==> src/design/knnsf_pkg.sv <==
`default_nettype none
package knnsf_pkg;

   // field widths
   localparam int VAL_W  = 10;
   localparam int SRC_W  = 5;
   localparam int TGT_W  = 4;
   localparam int NBR_W  = 6;
   localparam int DIST_W = 25;
   localparam int SUM_W  = 15;
   localparam int SQ_W   = 20;
   localparam int ROOT_W = 13;
   localparam int OUT_W  = 12;

   // register limits from the field definitions
   localparam int SRC_HIGH = 16;
   localparam int TGT_HIGH = 8;
   localparam int NBR_HIGH = 32;

   // operations
   localparam logic [1:0] OP_APPEND  = 2'd0;
   localparam logic [1:0] OP_PREDICT = 2'd1;
   localparam logic [1:0] OP_CLEAR   = 2'd2;

   // read address modes
   localparam logic [1:0] MODE_SCAN = 2'd0;
   localparam logic [1:0] MODE_DIAM = 2'd1;
   localparam logic [1:0] MODE_SUM  = 2'd2;
   localparam logic [1:0] MODE_ERR  = 2'd3;

   // square root operand select
   localparam logic [1:0] SQ_SRC = 2'd0;
   localparam logic [1:0] SQ_TGT = 2'd1;
   localparam logic [1:0] SQ_ERR = 2'd2;

   typedef struct packed {
      logic [1:0]       operation;
      logic [VAL_W-1:0] sample_value;
      logic [VAL_W-1:0] query_index;
   } knnsf_req_type;

   typedef struct packed {
      logic             status;
      logic [2:0]       slot;
      logic [VAL_W-1:0] predicted_value;
      logic [VAL_W-1:0] actual_value;
      logic [OUT_W-1:0] source_diameter;
      logic [OUT_W-1:0] target_diameter;
      logic [OUT_W-1:0] prediction_error;
      logic             last;
   } knnsf_rsp_type;

   typedef struct packed {
      logic             append;
      logic             clear;
      logic             q_load;
      logic             rd;
      logic [1:0]       mode;
      logic             acc_clr;
      logic             sum_clr;
      logic             nclr;
      logic             ins;
      logic             div_start;
      logic             pred_wr;
      logic             err_save;
      logic             best_clr;
      logic             best_upd;
      logic             base_load;
      logic             diam_off;
      logic             sqrt_start;
      logic             root_save;
      logic [1:0]       sqrt_sel;
      logic             emit;
      logic             emit_bad;
      logic             last;
      logic [SRC_W-1:0] e;
      logic [VAL_W-1:0] win;
      logic [NBR_W-1:0] idx;
      logic [2:0]       slot;
   } knnsf_cmd_type;

   typedef struct packed {
      logic             bad;
      logic             busy;
      logic             div_busy;
      logic             sqrt_busy;
      logic             out_free;
      logic [VAL_W-1:0] q;
   } knnsf_sts_type;

endpackage
`default_nettype wire

==> src/design/knnsf_ctrl.sv <==
`default_nettype none
module knnsf_ctrl (
   input  wire logic                        clock,
   input  wire logic                        reset,
   input  wire logic                        req_valid,
   output logic                             req_stall,
   input  wire logic [1:0]                  req_op,
   input  wire logic [knnsf_pkg::SRC_W-1:0] cfg_s,
   input  wire logic [knnsf_pkg::TGT_W-1:0] cfg_t,
   input  wire logic [knnsf_pkg::NBR_W-1:0] cfg_k,
   input  wire knnsf_pkg::knnsf_sts_type    sts,
   output knnsf_pkg::knnsf_cmd_type         cmd
);
   import knnsf_pkg::*;

   localparam logic [4:0] S_IDLE     = 5'd0;
   localparam logic [4:0] S_CHECK    = 5'd1;
   localparam logic [4:0] S_SCAN     = 5'd2;
   localparam logic [4:0] S_SCAN_DR  = 5'd3;
   localparam logic [4:0] S_SCAN_INS = 5'd4;
   localparam logic [4:0] S_SUM      = 5'd5;
   localparam logic [4:0] S_SUM_DR   = 5'd6;
   localparam logic [4:0] S_DIV_WT   = 5'd7;
   localparam logic [4:0] S_ERR      = 5'd8;
   localparam logic [4:0] S_ERR_DR   = 5'd9;
   localparam logic [4:0] S_BASE     = 5'd10;
   localparam logic [4:0] S_DIAM     = 5'd11;
   localparam logic [4:0] S_DIAM_DR  = 5'd12;
   localparam logic [4:0] S_SQRT     = 5'd13;
   localparam logic [4:0] S_SQRT_WT  = 5'd14;
   localparam logic [4:0] S_EMIT     = 5'd15;
   localparam logic [4:0] S_EMIT_BAD = 5'd16;

   logic [4:0]       state_ff, state_in;
   logic [SRC_W-1:0] e_ff, e_in;
   logic [VAL_W-1:0] win_ff, win_in;
   logic [NBR_W-1:0] i_ff, i_in;
   logic [NBR_W-1:0] j_ff, j_in;
   logic [2:0]       slot_ff, slot_in;
   logic [1:0]       sel_ff, sel_in;

   logic             accept;
   logic [SRC_W-1:0] len_m1;
   logic [TGT_W-1:0] t_m1;
   logic [NBR_W-1:0] k_m1, k_m2;
   logic             slot_last;

   assign req_stall = (state_ff != S_IDLE);
   assign accept    = req_valid && !req_stall;
   assign t_m1      = cfg_t - TGT_W'(1);
   assign k_m1      = cfg_k - NBR_W'(1);
   assign k_m2      = cfg_k - NBR_W'(2);
   assign slot_last = ({1'b0, slot_ff} == t_m1);
   // window length: target window in the second diameter pass
   assign len_m1    = (sel_ff == SQ_TGT && state_ff != S_SCAN) ?
                      SRC_W'(t_m1) : cfg_s - SRC_W'(1);

   always_comb begin
      state_in = state_ff;
      e_in     = e_ff;
      win_in   = win_ff;
      i_in     = i_ff;
      j_in     = j_ff;
      slot_in  = slot_ff;
      sel_in   = sel_ff;
      cmd      = '0;
      cmd.e    = e_ff;
      cmd.win  = win_ff;
      cmd.idx  = j_ff;
      cmd.slot = slot_ff;
      cmd.sqrt_sel = sel_ff;
      cmd.diam_off = (sel_ff == SQ_TGT);
      case (state_ff)
         S_IDLE: begin
            if (accept) begin
               cmd.append = (req_op == OP_APPEND);
               cmd.clear  = (req_op == OP_CLEAR);
               cmd.q_load = (req_op == OP_PREDICT);
               if (req_op == OP_PREDICT) begin
                  state_in = S_CHECK;
               end
            end
         end
         S_CHECK: begin
            if (sts.bad) begin
               state_in = S_EMIT_BAD;
            end else begin
               cmd.nclr = 1'b1;
               win_in   = '0;
               e_in     = '0;
               state_in = S_SCAN;
            end
         end
         // score one earlier window, one sample pair a cycle
         S_SCAN: begin
            cmd.rd      = 1'b1;
            cmd.mode    = MODE_SCAN;
            cmd.acc_clr = (e_ff == '0);
            e_in        = e_ff + SRC_W'(1);
            if (e_ff == len_m1) begin
               e_in     = '0;
               state_in = S_SCAN_DR;
            end
         end
         S_SCAN_DR: begin
            if (!sts.busy) begin
               state_in = S_SCAN_INS;
            end
         end
         S_SCAN_INS: begin
            cmd.ins = 1'b1;
            if (win_ff == sts.q - VAL_W'(1)) begin
               slot_in  = '0;
               j_in     = '0;
               state_in = S_SUM;
            end else begin
               win_in   = win_ff + VAL_W'(1);
               state_in = S_SCAN;
            end
         end
         // sum the neighbor samples for this slot
         S_SUM: begin
            cmd.rd      = 1'b1;
            cmd.mode    = MODE_SUM;
            cmd.sum_clr = (j_ff == '0);
            cmd.acc_clr = (j_ff == '0) && (slot_ff == '0);
            j_in        = j_ff + NBR_W'(1);
            if (j_ff == k_m1) begin
               j_in     = '0;
               state_in = S_SUM_DR;
            end
         end
         S_SUM_DR: begin
            if (!sts.busy) begin
               cmd.div_start = 1'b1;
               state_in      = S_DIV_WT;
            end
         end
         S_DIV_WT: begin
            if (!sts.div_busy) begin
               cmd.pred_wr = 1'b1;
               state_in    = S_ERR;
            end
         end
         S_ERR: begin
            cmd.rd   = 1'b1;
            cmd.mode = MODE_ERR;
            state_in = S_ERR_DR;
         end
         S_ERR_DR: begin
            if (!sts.busy) begin
               if (slot_last) begin
                  cmd.err_save = 1'b1;
                  cmd.best_clr = 1'b1;
                  i_in         = '0;
                  sel_in       = SQ_SRC;
                  state_in     = S_BASE;
               end else begin
                  slot_in  = slot_ff + 3'd1;
                  state_in = S_SUM;
               end
            end
         end
         // pairwise neighbor distances
         S_BASE: begin
            cmd.base_load = 1'b1;
            cmd.idx       = i_ff;
            j_in          = i_ff + NBR_W'(1);
            e_in          = '0;
            state_in      = S_DIAM;
         end
         S_DIAM: begin
            cmd.rd      = 1'b1;
            cmd.mode    = MODE_DIAM;
            cmd.acc_clr = (e_ff == '0);
            e_in        = e_ff + SRC_W'(1);
            if (e_ff == len_m1) begin
               e_in     = '0;
               state_in = S_DIAM_DR;
            end
         end
         S_DIAM_DR: begin
            if (!sts.busy) begin
               cmd.best_upd = 1'b1;
               if (j_ff == k_m1) begin
                  if (i_ff == k_m2) begin
                     state_in = S_SQRT;
                  end else begin
                     i_in     = i_ff + NBR_W'(1);
                     state_in = S_BASE;
                  end
               end else begin
                  j_in     = j_ff + NBR_W'(1);
                  state_in = S_DIAM;
               end
            end
         end
         S_SQRT: begin
            cmd.sqrt_start = 1'b1;
            state_in       = S_SQRT_WT;
         end
         S_SQRT_WT: begin
            if (!sts.sqrt_busy) begin
               cmd.root_save = 1'b1;
               case (sel_ff)
                  SQ_SRC: begin
                     cmd.best_clr = 1'b1;
                     sel_in       = SQ_TGT;
                     i_in         = '0;
                     state_in     = S_BASE;
                  end
                  SQ_TGT: begin
                     sel_in   = SQ_ERR;
                     state_in = S_SQRT;
                  end
                  default: begin
                     slot_in  = '0;
                     state_in = S_EMIT;
                  end
               endcase
            end
         end
         S_EMIT: begin
            if (sts.out_free) begin
               cmd.emit = 1'b1;
               cmd.last = slot_last;
               if (slot_last) begin
                  state_in = S_IDLE;
               end else begin
                  slot_in = slot_ff + 3'd1;
               end
            end
         end
         S_EMIT_BAD: begin
            if (sts.out_free) begin
               cmd.emit_bad = 1'b1;
               state_in     = S_IDLE;
            end
         end
         default: begin
            state_in = S_IDLE;
         end
      endcase
   end

   always_ff @(posedge clock) begin
      if (reset) begin
         state_ff <= S_IDLE;
      end else begin
         state_ff <= state_in;
      end
      e_ff    <= e_in;
      win_ff  <= win_in;
      i_ff    <= i_in;
      j_ff    <= j_in;
      slot_ff <= slot_in;
      sel_ff  <= sel_in;
   end
endmodule
`default_nettype wire

==> config.mk <==
export PLATFORM = sky130hd
export DESIGN_NAME = knnsf_ctrl
export DESIGN_NICKNAME = d
export VERILOG_FILES = /design/src/design/knnsf_pkg.sv /design/src/design/knnsf_ctrl.sv
export SDC_FILE = /design/constraint.sdc
export NUM_CORES = 1
export LEC_CHECK = 0
export ABC_AREA = 1
export BUFFER_PORTS_ARGS = -buffer_cell sky130_fd_sc_hd__buf_2
export CAP_MARGIN = 20
export CORE_ASPECT_RATIO = 1.5
export CORE_MARGIN = 3
export CORE_UTILIZATION = 50
export DETAILED_ROUTE_END_ITERATION = 8
export PLACE_DENSITY = 0.77
export SYNTH_ARGS = -nofsm -noshare
export SYNTH_HDL_FRONTEND = slang
export SYNTH_SLANG_ARGS = --single-unit
==> constraint.sdc <==
create_clock -name clock -period 2.15 [get_ports clock]
set_clock_uncertainty 0.2 [all_clocks]
set_input_delay 0.215 -clock clock [delete_from_list [all_inputs] [get_ports clock]]
set_output_delay 0.215 -clock clock [all_outputs]
set_load 0.005 [all_outputs]
# After elaboration in Yosys (flattened, before gate mapping)
# Index checks and enable logic that the tools add are counted.
# totals
in_bits,35
regBits,37
elab_cells,174
# classes
n_reduce_logical,26
eq_ne,49
muxes,82
add_sub_neg,10
# op_table
cell,n
$mux 5,18
$pmux 5 s17,1
$mux 6,12
$ne 2x2->1 const B,22
$eq 5x4->1 const B,8
$mux 3,11
$pmux 3 s4,2
$pmux 6 s4,1
$mux 1,21
$eq 5x3->1 const B,4
$mux 10,2
$pmux 10 s2,1
$pmux 6 s3,1
$pmux 5 s3,1
$reduce_and 14->1,1
$add 6x1->6 const B,2
$eq 6x6->1,2
$add 10x1->10 const B,1
$eq 10x10->1,1
$eq 5x2->1 const B,2
$logic_not 5->1,2
$mux 2,5
$sub 10x1->10 const B,1
$pmux 2 s2,2
other kinds (34),43

# Longest topological paths before layout
# logic_depth
ltp_word,6
mapped_depth,15

# Worst setup path before layout
# OpenSTA, ideal clock, no wires.
# synth_timing
path_type,input -> register
start,input port sts[0] (netlist name)
end,register j_ff[0] (enable)
arrival_time_ns,1.666
path_stages,14
setup_slack_ns,-0.079
setup_ns,0.363
path_cell_list,inv_1 > ha_1 > inv_1 > nand2_1 > nand2_1 > nand2_1 > nand2_1 > nor2_1 > nand3_1 > nor2_1 > nand3_1 > nand2_1 > nand3_1 > a21oi_1
# synth_between
elab_chain_cells,4
# synth_lines
element,line,rtl
start: declaration,knnsf_ctrl.sv:11,"input wire knnsf_pkg::knnsf_sts_type sts,"
$sub 10x1->10,knnsf_ctrl.sv:112,if (win_ff == sts.q - VAL_W'(1)) begin
$eq 10x10->1,knnsf_ctrl.sv:112,
$ne 2x2->1 (no source line),n/a,
$reduce_and 4->1 (no source line),n/a,
end signal: assignment,knnsf_ctrl.sv:255,j_ff <= j_in;
end: declaration,knnsf_ctrl.sv:38,"logic [NBR_W-1:0] j_ff, j_in;"
# Every way passes these cells.
# A chain may end at the register's enable or synchronous reset.

==> results by group <==
Run status
  – Status: finished, violations left
  – Failing checks: negative setup slack

Floorplan
  – Total Die Area: 8323 sq um
  – DIE HEIGHT: 110.2 um
  – I/O pin total: 84
  – Total core area: 6944 sq um
  – Initial Utilization: 52.16%
  – Die width: 75.50 um
  – Cell Rows: 37

STA
  – Post-layout worst setup margin: -0.03377 ns
  – Tightest Pin Transition: 0.3852 ns
  – TNS Setup: -0.03377 ns
  – Slew margin rel.: 74.12%
  – Final setup fails: 1
  – Final period util: 101.6%
  – RSZ-0062 raised after global routing: true
  – Fin crit period: 2.184 ns
  – Slew Viols, Final: 0
  – Achievable Freq: 457.9 MHz
  – Hold Vio Cnt, Final: 0
  – Hold_ws: 0.03336 ns

Clocking
  – CTS tree: built
  – Skew-Pair Late Insertion Delay: 0.29 ns
  – CTS Buf Count: 5
  – Root buf cell: clkbuf_8
  – CTS max path bufs: 2
  – Sink Count: 37
  – # H-tree levels: 2
  – Clock transition at the registers of the reported paths: 0.08 ns

Placed design
  – RePlAce Congestion: 0.9506
  – Post-DP HPWL: 8.622 mm
  – PortBufs: 83

Synth
  – Post-synth top area cell: edfxtp_1
  – Yosys warns: 0
  – Avg Inst Size Synth: 6.538 sq um
  – Post-Syn Area: 3622 sq um
  – Syn_nets: 603
  – Sequential share of the synthesized area: 29.29%
  – Post-Syn Instances: 554
  – Synth top area share: 26.53%
  – Seq cells post-synth: 37
  – Ranking of synthesized cells by area: edfxtp_1 (27%), nand2_1 (16%), nand3_1 (8.7%)
  – Synth cell types: 34

Routing
  – WL final: 10.95 mm
  – Highest metal used: met4
  – Drt first pass iters: 5
  – Met3 routed WL: 536 um
  – Antenna viol nets, final: 0
  – DRT met1 WL: 4.079 mm
  – Via-to-Cell Ratio: 5.434
  – Vias: 4271
  – WL per Instance: 13.93 um
  – DR iter-0 viols: 304
  – WL met2: 5.882 mm
  – Number of remaining DRC errors: 0

Power and ir drop
  – PnR Total Power: 2.348 mW
  – Comb power frac: 38.7%
  – Clock share of power: 20.6%
  – Cell-internal power: 1.449 mW
  – Pleak: 2.505 nW
  – Sw frac: 38.31%
  – Max rail drop VDD: 0.4659 mV
  – Pwr/cell area: 480.0 nW/um^2
  – Sw power: 0.8996 mW
  – Register share of total power: 40.7%

Global route
  – Vias in the first global route: 3991
  – Grt ovf: 0
  – Total track usage: 25.81%
  – Largest net degree at the start of global routing: 13
  – Antenna violations before repair: 0
  – Global-route wire length before repair: 16.94 mm

Flow run
  – Max-Cap Viols: 0

Worst setup path
  – CP required: 1.74 ns
  – CP Class: reg2out
  – Max Fanout on Critical Path: 4
  – CP Capture Type: output port
  – Setup crit start kind: register
  – WP data arrival: 1.77 ns
  – Worst Setup SP: j_ff[1]
  – Crit Reg-Reg Startpoint: j_ff[1]

Worst hold path
  – Min-delay src: sts[14]
  – Hold WC Path Type: in2reg

Finish
  – Layout cell share with drive strength beyond 1: 31.21%
  – Commonest cells after routing, fill and taps aside: nand2_1 (148), buf_2 (83), inv_1 (76)
  – Area delta synth->final: 35.06%
  – FILL cells: 603
  – Post-layout util: 70.45%
  – Antenna cells: 0
  – Fin nets: 756
  – Commonest non-fill, non-tap cell in the layout: nand2_1
cells by family after synthesis:
family          count (synthesis)  share of synthesized area [%]
simple gates                  336                          42.66
buf+inv                        91                          9.465
compound gates                 52                          7.945
flops                          37                          29.29
xor+xnor                       24                          5.803
fa+ha+maj                      14                          4.836
path summary, 6_finish.rpt:
| kind | to | slack, ns | depth (start not counted) |
|---|---|---|---|
| worst max-delay path | cmd[41] | -0.03 | 8 |
| worst min-delay path | state_ff[4] | 0.03 | 3 |
| worst max register to register | j_ff[2] | 0.04 | 10 |
| worst min register to register | state_ff[2] | 0.31 | 2 |
area by class of cell:
class / instances / area (sq um) / area share, %
multi-input cells: 427 / 2394 / 48.93
flip-flops and latches: 37 / 1075 / 21.97
inverters: 89 / 334.1 / 6.829
well taps: 78 / 97.59 / 1.995
clock inverters: 3 / 17.52 / 0.3581
repair buffers: 147 / 905.9 / 18.52
clock buffers: 5 / 68.82 / 1.407
cells in the mapped netlist:
master / n
nor3_1: 10
nand3_4: 2
clkbuf_1: 1
and3_1: 2
dfxtp_1: 5
nand2_1: 151
nand3b_1: 3
nor4_1: 2
nand2_4: 2
or2_2: 1
edfxtp_1: 32
o211ai_1: 2
nor2_4: 6
nor3_2: 1
o22ai_1: 7
nand3_1: 63
nor2_2: 6
o21ai_0: 15
inv_1: 82
a21oi_1: 23
o32ai_1: 1
inv_2: 7
ha_1: 14
buf_2: 1
o21bai_1: 1
xor2_1: 17
xnor2_1: 7
nand2_2: 4
o21a_1: 2
nand4_1: 12
nand3_2: 2
o31ai_1: 1
nor2_1: 67
nor3b_1: 2
state kept, by name, indices dropped and copies added, names as in the netlist:
name,count
slot_ff,3
state_ff,5
i_ff,6
sel_ff,2
e_ff,5
win_ff,10
j_ff,6
power by group through the flow:
stage,Clock [mW],Combinational (mW),Sequential [mW]
2_1_floorplan,0,0.559,0.936
3_3_place_gp,0,0.831,0.958
3_5_place_dp,0,0.856,0.960
4_1_cts,0.494,0.864,0.947
5_1_grt,0.524,1.01,0.966
6_report,0.484,0.909,0.955
what timing repair did:
action,4_1_cts,5_1_grt
gates cloned,0,1
pin swaps,3,10
resized for setup,12,36
hold buffers,1,0
endpoints found under the setup margin,15,39
setup buffers,2,16
hold endpoints to repair,5,0
layer usage:
metal / track usage, % / up-vias
met5: 0 / -
met4: 10.13 / 0
met3: 3.630 / 38
met2: 49.01 / 151
met1: 27.63 / 1973
li1: - / 2109
worst max-delay path, cell delays in order (launching register included):
cell and delay, ns:
edfxtp_1 0.46, inv_2 0.11, ha_4 0.13, nand3_4 0.06, nor4_4 0.24, buf_4 0.17, nand3_2 0.09, o21ai_2 0.07
buf_2 0.13
per-stage QoR:
| step | std cells | worst slack, ns | area [sq um] |
|---|---|---|---|
| finish | 786 | -0.03377 | 4892 |
| global route | 786 | -0.08229 | 4892 |
| CTS | 769 | -0.01962 | 4617 |
| detailed placement | 758 | -0.2631 | 4471 |
| global placement | 758 | -0.1185 | 4471 |
| floorplan | 554 | 0.06235 | 3628 |
Power figures use the tool's default switching activity.
